File: src/sv/u16550_pkg.sv
package u16550_pkg;

    // Receive store geometry
    localparam int FIFO_DEPTH = 16;
    localparam int PTR_W      = $clog2(FIFO_DEPTH);
    localparam int CNT_W      = $clog2(FIFO_DEPTH + 1);

    // Item kinds
    typedef enum logic [1:0] {
        FUNC_READ  = 2'd0,
        FUNC_WRITE = 2'd1,
        FUNC_RX    = 2'd2,
        FUNC_NONE  = 2'd3
    } func_t;

    // Register offsets
    localparam logic [2:0] OFF_RBR = 3'd0;
    localparam logic [2:0] OFF_IER = 3'd1;
    localparam logic [2:0] OFF_IIR = 3'd2;
    localparam logic [2:0] OFF_LCR = 3'd3;
    localparam logic [2:0] OFF_MCR = 3'd4;
    localparam logic [2:0] OFF_LSR = 3'd5;
    localparam logic [2:0] OFF_MSR = 3'd6;
    localparam logic [2:0] OFF_SCR = 3'd7;

    // Interrupt identification codes
    localparam logic [3:0] IIR_TIMEOUT = 4'hC;
    localparam logic [3:0] IIR_RDA     = 4'h4;
    localparam logic [3:0] IIR_THRE    = 4'h2;
    localparam logic [3:0] IIR_NONE    = 4'h1;

    // Register constants
    localparam logic [7:0] DLL_RESET     = 8'h0C;
    localparam logic [7:0] FCR_MASK      = 8'hC9;
    localparam logic [7:0] MSR_IDLE      = 8'hB0;
    localparam logic [7:0] IIR_FIFO_BITS = 8'hC0;
    localparam logic [7:0] LSR_BASE      = 8'h60;

    // Received-data trigger level from FCR bits 7:6
    function automatic logic [CNT_W-1:0] trig_level(input logic [1:0] sel);
        logic [CNT_W-1:0] lvl;
        case (sel)
            2'd0:    lvl = CNT_W'(1);
            2'd1:    lvl = CNT_W'(4);
            2'd2:    lvl = CNT_W'(8);
            default: lvl = CNT_W'(14);
        endcase
        return lvl;
    endfunction

    // Highest-priority pending interrupt cause
    function automatic logic [3:0] cause_id(input logic [3:0]       ier,
                                            input logic [7:0]       fcr,
                                            input logic [CNT_W-1:0] count,
                                            input logic             thre);
        logic [3:0]       id;
        logic [CNT_W-1:0] trig;
        trig = fcr[0] ? trig_level(fcr[7:6]) : CNT_W'(1);
        if (ier[0] && (count != '0))
            id = (fcr[0] && (count < trig)) ? IIR_TIMEOUT : IIR_RDA;
        else if (ier[1] && thre)
            id = IIR_THRE;
        else
            id = IIR_NONE;
        return id;
    endfunction

endpackage

File: src/sv/u16550_if.sv
interface u16550_req_if;
    logic       valid;
    logic       ready;
    logic [1:0] func;
    logic [2:0] reg_offset;
    logic [7:0] write_data;
    logic [7:0] rx_byte;

    modport source (output valid, output func, output reg_offset, output write_data,
                    output rx_byte, input ready);
    modport sink   (input valid, input func, input reg_offset, input write_data,
                    input rx_byte, output ready);
endinterface

interface u16550_rsp_if;
    logic       valid;
    logic       ready;
    logic [7:0] read_data;
    logic       tx_valid;
    logic [7:0] tx_byte;
    logic       irq_level;
    logic       irq_retrigger;

    modport source (output valid, output read_data, output tx_valid, output tx_byte,
                    output irq_level, output irq_retrigger, input ready);
    modport sink   (input valid, input read_data, input tx_valid, input tx_byte,
                    input irq_level, input irq_retrigger, output ready);
endinterface

File: src/sv/u16550_ram.sv
module u16550_ram #(
    parameter int WIDTH = 8,
    parameter int DEPTH = 16
) (
    input  logic                     clk,
    input  logic                     we,
    input  logic [$clog2(DEPTH)-1:0] waddr,
    input  logic [WIDTH-1:0]         wdata,
    input  logic                     re,
    input  logic [$clog2(DEPTH)-1:0] raddr,
    output logic [WIDTH-1:0]         rdata
);

    logic [WIDTH-1:0] mem [DEPTH];
    logic [WIDTH-1:0] rdata_reg;

    // Write port and registered read port
    always_ff @(posedge clk)
    begin
        if (we)
        begin
            mem[waddr] <= wdata;
        end
        if (re)
        begin
            rdata_reg <= mem[raddr];
        end
    end

    assign rdata = rdata_reg;

endmodule

File: src/sv/uart_16550_register_model_top.sv
// 16550A-style UART register file with instant transmission.
//
// Channels: req carries one item per transfer (register read, register
// write or a byte received from the far end); rsp returns exactly one
// result per item, in order: read data, an outgoing byte when a THR write
// transmits, the interrupt line level and a retrigger pulse.
//
// Between the req transfer and rsp valid an item passes the RAM-read stage,
// which updates the register file and issues the receive-store read, then
// the output register, which captures the store's registered read data.
// Throughput is one item per cycle while rsp does not stall, set by the
// single read/modify/write pass over the control registers and the
// registered read of the receive-store RAM.
//
// Reset clears all control registers (divisor latch to 0x0C), empties the
// receive FIFO and drops the interrupt line; no clearing pass is needed.
// When rsp stalls, the output register holds its result, one more item
// waits in the RAM-read stage, and req.ready drops until rsp moves again.
module uart_16550_register_model_top (
    input  logic        clk,
    input  logic        rst_n,
    u16550_req_if.sink  req,
    u16550_rsp_if.source rsp
);

    localparam int PTR_W = u16550_pkg::PTR_W;
    localparam int CNT_W = u16550_pkg::CNT_W;

    // Control state
    logic [3:0]       ier_reg, ier_next;
    logic [7:0]       lcr_reg, lcr_next;
    logic [4:0]       mcr_reg, mcr_next;
    logic [7:0]       scr_reg, scr_next;
    logic [7:0]       fcr_reg, fcr_next;
    logic [7:0]       dll_reg, dll_next;
    logic [7:0]       dlm_reg, dlm_next;
    logic [PTR_W-1:0] head_reg, head_next;
    logic [CNT_W-1:0] count_reg, count_next;
    logic             thre_reg, thre_next;
    logic             line_reg, line_next;
    logic [3:0]       last_reg, last_next;

    // RAM-read stage and output stage
    logic             s1_valid_reg;
    logic             s1_use_ram_reg;
    logic [7:0]       s1_rd_reg;
    logic             s1_txv_reg;
    logic [7:0]       s1_txb_reg;
    logic             s1_level_reg;
    logic             s1_pulse_reg;

    logic             out_valid_reg;
    logic [7:0]       out_rd_reg;
    logic             out_txv_reg;
    logic [7:0]       out_txb_reg;
    logic             out_level_reg;
    logic             out_pulse_reg;

    logic             s1_adv;
    logic             acc;
    u16550_pkg::func_t fn;
    logic             dlab;
    logic             loop_mode;

    logic [7:0]       rd;
    logic             use_ram;
    logic             pop;
    logic             txv;
    logic [7:0]       txb;
    logic             pulse;
    logic             push;
    logic [7:0]       push_byte;
    logic             refresh;
    logic [3:0]       cause_cur;
    logic [3:0]       cause_new;
    logic             level;
    logic [CNT_W-1:0] capacity;

    logic             ram_we;
    logic [PTR_W-1:0] ram_waddr;
    logic [7:0]       ram_rdata;

    // Handshake: output register parts the two sides
    assign s1_adv    = s1_valid_reg && (!out_valid_reg || rsp.ready);
    assign req.ready = !s1_valid_reg || s1_adv;
    assign acc       = req.valid && req.ready;

    assign fn        = u16550_pkg::func_t'(req.func);
    assign dlab      = lcr_reg[7];
    assign loop_mode = mcr_reg[4];
    assign capacity  = fcr_reg[0] ? CNT_W'(u16550_pkg::FIFO_DEPTH) : CNT_W'(1);
    assign cause_cur = u16550_pkg::cause_id(ier_reg, fcr_reg, count_reg, thre_reg);

    // Register file update for the accepted item
    always_comb
    begin
        ier_next   = ier_reg;
        lcr_next   = lcr_reg;
        mcr_next   = mcr_reg;
        scr_next   = scr_reg;
        fcr_next   = fcr_reg;
        dll_next   = dll_reg;
        dlm_next   = dlm_reg;
        head_next  = head_reg;
        count_next = count_reg;
        thre_next  = thre_reg;
        line_next  = line_reg;
        last_next  = last_reg;
        rd         = '0;
        use_ram    = 1'b0;
        pop        = 1'b0;
        txv        = 1'b0;
        txb        = '0;
        pulse      = 1'b0;
        push       = 1'b0;
        push_byte  = '0;
        refresh    = 1'b0;
        ram_we     = 1'b0;
        ram_waddr  = head_reg + count_reg[PTR_W-1:0];
        cause_new  = u16550_pkg::IIR_NONE;
        level      = 1'b0;

        if (acc)
        begin
            case (fn)
                u16550_pkg::FUNC_READ:
                begin
                    refresh = 1'b1;
                    case (req.reg_offset)
                        u16550_pkg::OFF_RBR:
                        begin
                            if (dlab)
                            begin
                                rd = dll_reg;
                            end
                            else if (count_reg != '0)
                            begin
                                use_ram    = 1'b1;
                                pop        = 1'b1;
                                head_next  = head_reg + PTR_W'(1);
                                count_next = count_reg - CNT_W'(1);
                            end
                        end
                        u16550_pkg::OFF_IER: rd = dlab ? dlm_reg : {4'b0, ier_reg};
                        u16550_pkg::OFF_IIR:
                        begin
                            rd = {4'b0, cause_cur}
                               | (fcr_reg[0] ? u16550_pkg::IIR_FIFO_BITS : 8'h00);
                            if (cause_cur == u16550_pkg::IIR_THRE)
                            begin
                                thre_next = 1'b0;
                            end
                        end
                        u16550_pkg::OFF_LCR: rd = lcr_reg;
                        u16550_pkg::OFF_MCR: rd = {3'b0, mcr_reg};
                        u16550_pkg::OFF_LSR:
                            rd = u16550_pkg::LSR_BASE | {7'b0, (count_reg != '0)};
                        u16550_pkg::OFF_MSR:
                            rd = loop_mode ? {mcr_reg[3], mcr_reg[2], mcr_reg[0], mcr_reg[1], 4'b0}
                                           : u16550_pkg::MSR_IDLE;
                        default: rd = scr_reg;
                    endcase
                end
                u16550_pkg::FUNC_WRITE:
                begin
                    refresh = 1'b1;
                    case (req.reg_offset)
                        u16550_pkg::OFF_RBR:
                        begin
                            if (dlab)
                            begin
                                dll_next = req.write_data;
                            end
                            else
                            begin
                                if (loop_mode)
                                begin
                                    push      = 1'b1;
                                    push_byte = req.write_data;
                                end
                                else
                                begin
                                    txv = 1'b1;
                                    txb = req.write_data;
                                end
                                thre_next = 1'b1;
                            end
                        end
                        u16550_pkg::OFF_IER:
                        begin
                            if (dlab)
                            begin
                                dlm_next = req.write_data;
                            end
                            else
                            begin
                                if (req.write_data[1])
                                begin
                                    thre_next = 1'b1;
                                end
                                ier_next = req.write_data[3:0];
                            end
                        end
                        u16550_pkg::OFF_IIR:
                        begin
                            if ((req.write_data[0] ^ fcr_reg[0]) || req.write_data[1])
                            begin
                                head_next  = '0;
                                count_next = '0;
                            end
                            fcr_next = req.write_data & u16550_pkg::FCR_MASK;
                        end
                        u16550_pkg::OFF_LCR: lcr_next = req.write_data;
                        u16550_pkg::OFF_MCR: mcr_next = req.write_data[4:0];
                        u16550_pkg::OFF_SCR: scr_next = req.write_data;
                        default: ;
                    endcase
                end
                u16550_pkg::FUNC_RX:
                begin
                    refresh = 1'b1;
                    if (!loop_mode)
                    begin
                        push      = 1'b1;
                        push_byte = req.rx_byte;
                    end
                end
                default: ;
            endcase

            // Queue into the receive store; drop on overrun
            if (push && (count_reg < capacity))
            begin
                ram_we     = 1'b1;
                count_next = count_reg + CNT_W'(1);
            end

            // Re-evaluate the interrupt line on the updated state
            if (refresh)
            begin
                cause_new = u16550_pkg::cause_id(ier_next, fcr_next, count_next, thre_next);
                level     = (cause_new != u16550_pkg::IIR_NONE);
                if (level && line_reg && (cause_new != last_reg))
                begin
                    pulse = 1'b1;
                end
                else if (level != line_reg)
                begin
                    line_next = level;
                end
                last_next = cause_new;
            end
        end
    end

    // Receive store
    u16550_ram #(
        .WIDTH (8),
        .DEPTH (u16550_pkg::FIFO_DEPTH)
    ) u_rx_ram (
        .clk   (clk),
        .we    (ram_we),
        .waddr (ram_waddr),
        .wdata (push_byte),
        .re    (acc),
        .raddr (head_reg),
        .rdata (ram_rdata)
    );

    // Hold control state
    always_ff @(posedge clk or negedge rst_n)
    begin
        if (!rst_n)
        begin
            ier_reg       <= '0;
            lcr_reg       <= '0;
            mcr_reg       <= '0;
            scr_reg       <= '0;
            fcr_reg       <= '0;
            dll_reg       <= u16550_pkg::DLL_RESET;
            dlm_reg       <= '0;
            head_reg      <= '0;
            count_reg     <= '0;
            thre_reg      <= 1'b0;
            line_reg      <= 1'b0;
            last_reg      <= u16550_pkg::IIR_NONE;
            s1_valid_reg  <= 1'b0;
            out_valid_reg <= 1'b0;
        end
        else
        begin
            ier_reg   <= ier_next;
            lcr_reg   <= lcr_next;
            mcr_reg   <= mcr_next;
            scr_reg   <= scr_next;
            fcr_reg   <= fcr_next;
            dll_reg   <= dll_next;
            dlm_reg   <= dlm_next;
            head_reg  <= head_next;
            count_reg <= count_next;
            thre_reg  <= thre_next;
            line_reg  <= line_next;
            last_reg  <= last_next;

            if (acc)
            begin
                s1_valid_reg <= 1'b1;
            end
            else if (s1_adv)
            begin
                s1_valid_reg <= 1'b0;
            end

            if (s1_adv)
            begin
                out_valid_reg <= 1'b1;
            end
            else if (rsp.ready)
            begin
                out_valid_reg <= 1'b0;
            end
        end
    end

    // Advance payload through the RAM-read and output stages
    always_ff @(posedge clk)
    begin
        if (acc)
        begin
            s1_use_ram_reg <= use_ram;
            s1_rd_reg      <= rd;
            s1_txv_reg     <= txv;
            s1_txb_reg     <= txb;
            s1_level_reg   <= line_next;
            s1_pulse_reg   <= pulse;
        end
        if (s1_adv)
        begin
            out_rd_reg    <= s1_use_ram_reg ? ram_rdata : s1_rd_reg;
            out_txv_reg   <= s1_txv_reg;
            out_txb_reg   <= s1_txb_reg;
            out_level_reg <= s1_level_reg;
            out_pulse_reg <= s1_pulse_reg;
        end
    end

    assign rsp.valid         = out_valid_reg;
    assign rsp.read_data     = out_rd_reg;
    assign rsp.tx_valid      = out_txv_reg;
    assign rsp.tx_byte       = out_txb_reg;
    assign rsp.irq_level     = out_level_reg;
    assign rsp.irq_retrigger = out_pulse_reg;

    // Fill count never exceeds the store
    a_count_bound: assert property (@(posedge clk) disable iff (!rst_n)
        count_reg <= CNT_W'(u16550_pkg::FIFO_DEPTH))
        else $error("receive count beyond store depth");

    // Without FIFO mode the store holds one byte at most
    a_count_single: assert property (@(posedge clk) disable iff (!rst_n)
        !fcr_reg[0] |-> (count_reg <= CNT_W'(1)))
        else $error("receive count above one with FIFO off");

    // A retrigger pulse only occurs while the line stays up
    a_pulse_level: assert property (@(posedge clk) disable iff (!rst_n)
        (acc && pulse) |-> line_next)
        else $error("retrigger without interrupt line");

    // An RBR pop removes exactly one byte
    a_pop_count: assert property (@(posedge clk) disable iff (!rst_n)
        (acc && pop) |=> (count_reg == $past(count_reg) - CNT_W'(1)))
        else $error("RBR read did not drop one byte");

    // A stalled RAM-read stage keeps the input side closed
    a_stall_block: assert property (@(posedge clk) disable iff (!rst_n)
        (s1_valid_reg && out_valid_reg && !rsp.ready) |-> !req.ready)
        else $error("input taken while both stages are full");

endmodule
File: src/flat_wrapper.sv
// flat-port wrapper written by rule: the top's interface ports become plain ports
module uart_16550_register_model_top_flat 
  (clk, rst_n, req_valid, req_func, req_reg_offset, req_write_data, req_rx_byte, req_ready, rsp_valid, rsp_read_data, rsp_tx_valid, rsp_tx_byte, rsp_irq_level, rsp_irq_retrigger, rsp_ready);
  u16550_req_if req_i ();
  u16550_rsp_if rsp_i ();
  input  logic clk;
  input  logic rst_n;
  input wire logic [$bits(req_i.valid)-1:0] req_valid;
  input wire logic [$bits(req_i.func)-1:0] req_func;
  input wire logic [$bits(req_i.reg_offset)-1:0] req_reg_offset;
  input wire logic [$bits(req_i.write_data)-1:0] req_write_data;
  input wire logic [$bits(req_i.rx_byte)-1:0] req_rx_byte;
  output wire logic [$bits(req_i.ready)-1:0] req_ready;
  output wire logic [$bits(rsp_i.valid)-1:0] rsp_valid;
  output wire logic [$bits(rsp_i.read_data)-1:0] rsp_read_data;
  output wire logic [$bits(rsp_i.tx_valid)-1:0] rsp_tx_valid;
  output wire logic [$bits(rsp_i.tx_byte)-1:0] rsp_tx_byte;
  output wire logic [$bits(rsp_i.irq_level)-1:0] rsp_irq_level;
  output wire logic [$bits(rsp_i.irq_retrigger)-1:0] rsp_irq_retrigger;
  input wire logic [$bits(rsp_i.ready)-1:0] rsp_ready;
  assign req_i.valid = req_valid;
  assign req_i.func = req_func;
  assign req_i.reg_offset = req_reg_offset;
  assign req_i.write_data = req_write_data;
  assign req_i.rx_byte = req_rx_byte;
  assign req_ready = req_i.ready;
  assign rsp_valid = rsp_i.valid;
  assign rsp_read_data = rsp_i.read_data;
  assign rsp_tx_valid = rsp_i.tx_valid;
  assign rsp_tx_byte = rsp_i.tx_byte;
  assign rsp_irq_level = rsp_i.irq_level;
  assign rsp_irq_retrigger = rsp_i.irq_retrigger;
  assign rsp_i.ready = rsp_ready;
  uart_16550_register_model_top u_core (.clk(clk), .rst_n(rst_n), .req(req_i), .rsp(rsp_i));
endmodule
File: config.mk
export PLATFORM = sky130hd
export DESIGN_NAME = uart_16550_register_model_top_flat
export DESIGN_NICKNAME = d
export VERILOG_FILES = /design/src/sv/u16550_pkg.sv /design/src/sv/u16550_if.sv /design/src/sv/u16550_ram.sv /design/src/sv/uart_16550_register_model_top.sv /design/src/flat_wrapper.sv
export SDC_FILE = /design/constraint.sdc
export NUM_CORES = 1
export LEC_CHECK = 0
export BUFFER_PORTS_ARGS = -buffer_cell sky130_fd_sc_hd__buf_2
export CAP_MARGIN = 20
export CORE_ASPECT_RATIO = 1.5
export CORE_MARGIN = 8
export CORE_UTILIZATION = 58
export CTS_BUF_LIST = sky130_fd_sc_hd__clkbuf_2
export CTS_CLUSTER_DIAMETER = 40
export DETAILED_ROUTE_END_ITERATION = 10
export PLACE_DENSITY = 0.87
export SYNTH_ARGS = -nofsm -noshare
export SYNTH_HDL_FRONTEND = slang
export SYNTH_SLANG_ARGS = --single-unit
File: constraint.sdc
create_clock -name clk -period 3 [get_ports clk]
set_input_delay 0.6 -clock clk [delete_from_list [all_inputs] [get_ports clk]]
set_output_delay 0.6 -clock clk [all_outputs]
set_load 0.005 [all_outputs]
==> flow_summary.ini <==
[sta]
finalSetupViolCount = 1
tightest_slew_ns = 1.08
hold_ws_ns = 0.0807
fin_crit_sh = 1.01
min_period_ns = 3.02
slew_violations = 0
clock.fmax_mhz = 332
skew_ns = 0.0524
setup_tns_ns = -0.0153
hold_violations = 0
rsz0062_at_grt = true
slew_headroom = 0.274
fin_ws_ns = -0.0153

[grt]
busiest_layer = met2
first_global_vias = 7486
grt_max_degree = 53
use_met1 = 0.243
antenna_found_initial = 1
grt-ovfl-total = 0
grtUsageTotal = 0.228
grt_util_met3 = 0.0351
met2_usage = 0.424
grt_pass1_wl_um = 40600

[final_layout]
fillerInstances = 1232
multiInputGateArea_um2 = 3810
layout_common_cells = 175 x edfxtp_1, 98 x buf_4, 64 x clkbuf_2
syn2layout_area_growth_pct = 16.4
fin_nets = 959
top_register = u_core.u_rx_ram.mem
largest_register_ffs = 128
utilization = 0.681
regArea_um2 = 6790
drive_above_1_share = 0.360
final_common_cell = edfxtp_1

[pwr]
cellLeakagePower_nw = 4.89
p_seq_frac = 0.472
swShare = 0.322
clockPowerShare = 0.229
pwr_density_cell_nw_per_um2 = 659
p_comb_frac = 0.300
power_switching_mw = 2.65
p_total_mw = 8.22
power.internal_mw = 5.57
peakVddDrop_mv = 0.426

[route]
post_drt_wl_per_cell_um = 22.3
drt_iter0_markers = 553
ant_nets = 0
routed_wl_um = 26200
drc = 0
dr.pass1.iters = 5
via_count = 7219
viasPerCell = 6.13

[worst_setup_path]
slowest_stage = dfrtp_1
endpoint_kind = register
cp.arrival_ns = 3.48
startpoint_type = register
crit_path_max_fanout = 4
worstPathRequired_ns = 3.47
critPathKind = reg2reg
cpPeakStageDelay_ns = 0.41
crit_top_cell = ha_4
crit_path_cell_trace = inv_2 > ha_4 > and4bb_2 > a21o_4 > a31oi_4 > o31ai_4 > o211ai_1 > inv_1 > ha_4 > a21o_1 > a211o_1 > o31a_1 > o31ai_2 > mux2i_1

[yosys]
syn_avg_cell_area_um2 = 14.1
synth_cell_types = 75
synth_area_leader_cell = edfxtp_1
synth-edff-count = 175
yosys-top-cells-area = edfxtp_1 49%, dfrtp_1 14%, mux2_2 6.3%, mux4_2 3.4%, mux2i_1 3.1%
netlist_instances = 758
async_flop_share = 0.258
synth_top_cell_area_share = 0.490
synth_area_um2 = 10700
yosysWarnings = 0
ys_seq_area_frac = 0.633
ys.flop_type = edfxtp_1
synth-seq-cells = 236
syn-num-nets = 801

[clock_tree]
h-tree-depth = 2
root_buffer = clkbuf_2
clock_path_buffers = 3
cts_tree = yes
cts.clk_slew.worst_paths_ns = 0.10
clock-sinks = 236
numCtsBuffers = 49
clkLatencyLatePin_ns = 0.75

[outcome]
status = complete, but fails checks
violations = setup timing

[die]
ioPinCount = 46
die-area_um2 = 23200
start_util = 0.585
rows = 61
coreArea_um2 = 18300
die_y_um = 182
fp.dieW_um = 127

[place]
portBuffers = 45
routabilityCongestion = 0.929
dpl.hpwl_um = 18500

[hold_path]
hp-class = in2reg

[run]
drv_cap = 0
[repair_timing]
action / 4_1_cts / 5_1_grt
setup buffers: 2 / 1
endpoints found under the setup margin: 1 / 1
hold buffers: 1 / 0
resized for setup: 9 / 9
endpoints found under the hold margin: 27 / 0
pin swaps: 6 / 6
[metal layers]
| layer | wire length (um) | vias to the layer above |
|---|---|---|
| li1 | - | 3264 |
| met4 | 947 | 0 |
| met5 | 0 | - |
| met1 | 9030 | 3537 |
| met2 | 14700 | 348 |
| met3 | 1580 | 70 |
[through the flow]
step           worst slack (ns)  instances  instance area, um^2
2_1_floorplan            -0.390        758                10800
3_3_place_gp             -0.487       1079                11900
3_5_place_dp             -0.603       1079                11900
4_1_cts                 -0.0206       1173                12400
5_1_grt                  -0.175       1177                12500
6_report                -0.0153       1177                12500
[critical path, delay by kind of cell, from the launching register on]
family / cells / cell delay (ns)
multiplexers: 1 / 0.10
flip-flops: 1 / 0.41
adder cells (fa/ha/maj): 2 / 0.36
AND/OR/NAND/NOR: 1 / 0.27
buffers and inverters: 2 / 0.19
AO/OA/AOI/OAI: 8 / 1.45
[synth_stat cells, types with 3 or more instances]
| cell | instances |
|---|---|
| edfxtp_1 | 175 |
| mux2_2 | 60 |
| dfrtp_1 | 58 |
| nand2_1 | 57 |
| nor2_1 | 45 |
| o21ai_0 | 43 |
| mux2i_1 | 33 |
| clkbuf_1 | 27 |
| a21oi_1 | 19 |
| a22oi_1 | 17 |
| ha_1 | 17 |
| mux4_2 | 16 |
| inv_1 | 15 |
| nand2b_1 | 12 |
| a31oi_1 | 11 |
| a221oi_1 | 10 |
| and2_1 | 10 |
| nand3_1 | 10 |
| nand4_1 | 10 |
| nor2b_1 | 8 |
| nor3_1 | 8 |
| buf_2 | 7 |
| a21o_1 | 5 |
| a22o_1 | 5 |
| buf_1 | 5 |
| nor4_1 | 4 |
| o221ai_1 | 4 |
| dfstp_2 | 3 |
| nand3b_1 | 3 |
| o31ai_1 | 3 |
| xnor2_1 | 3 |
| xor2_1 | 3 |
[power by group through the flow]
| stage | registers [mW] | clock network [mW] | logic [mW] |
|---|---|---|---|
| finish | 3.87 | 1.88 | 2.46 |
| global route | 3.89 | 2.07 | 2.63 |
| CTS | 3.87 | 1.91 | 2.40 |
| detailed placement | 3.94 | 0 | 2.34 |
| global placement | 3.92 | 0 | 2.29 |
| floorplan | 3.92 | 0 | 1.51 |
[kinds of logic after synthesis]
kind of cell,Yosys count,share of synthesized area
buffers and inverters,58,0.0232
flip-flops,236,0.633
XOR/XNOR,6,0.00490
adder cells (fa/ha/maj),18,0.0217
multiplexers,110,0.129
AND/OR/NAND/NOR,191,0.0954
AO/OA/AOI/OAI,139,0.0928
[final timing paths]
| kind | start | to | slack [ns] | cells after the start |
|---|---|---|---|---|
| worst min register to register | u_core.s1_level_reg | u_core.rsp.irq_level | 0.45 | 0 |
| max in group asynchronous | rst_n | u_core.last_reg[0] | 1.78 | 3 |
| worst max register to register | u_core.fcr_reg[0] | u_core.s1_pulse_reg | -0.02 | 14 |
| worst min-delay path | req_valid | u_core.s1_valid_reg | 0.08 | 2 |
| worst max-delay path | u_core.fcr_reg[0] | u_core.s1_pulse_reg | -0.02 | 14 |
| min in group asynchronous | rst_n | u_core.scr_reg[4] | 0.46 | 2 |
[layout make-up]
cell class	count	area share
Clock inverter	27	0.0112
Sequential cell	236	0.544
Antenna cell	1	0.000201
Multi-Input combinational cell	464	0.305
Clock buffer	64	0.0257
Inverter	15	0.00451
Tap cell	220	0.0221
Timing Repair Buffer	150	0.0868
(Power assumes the default switching activity.)
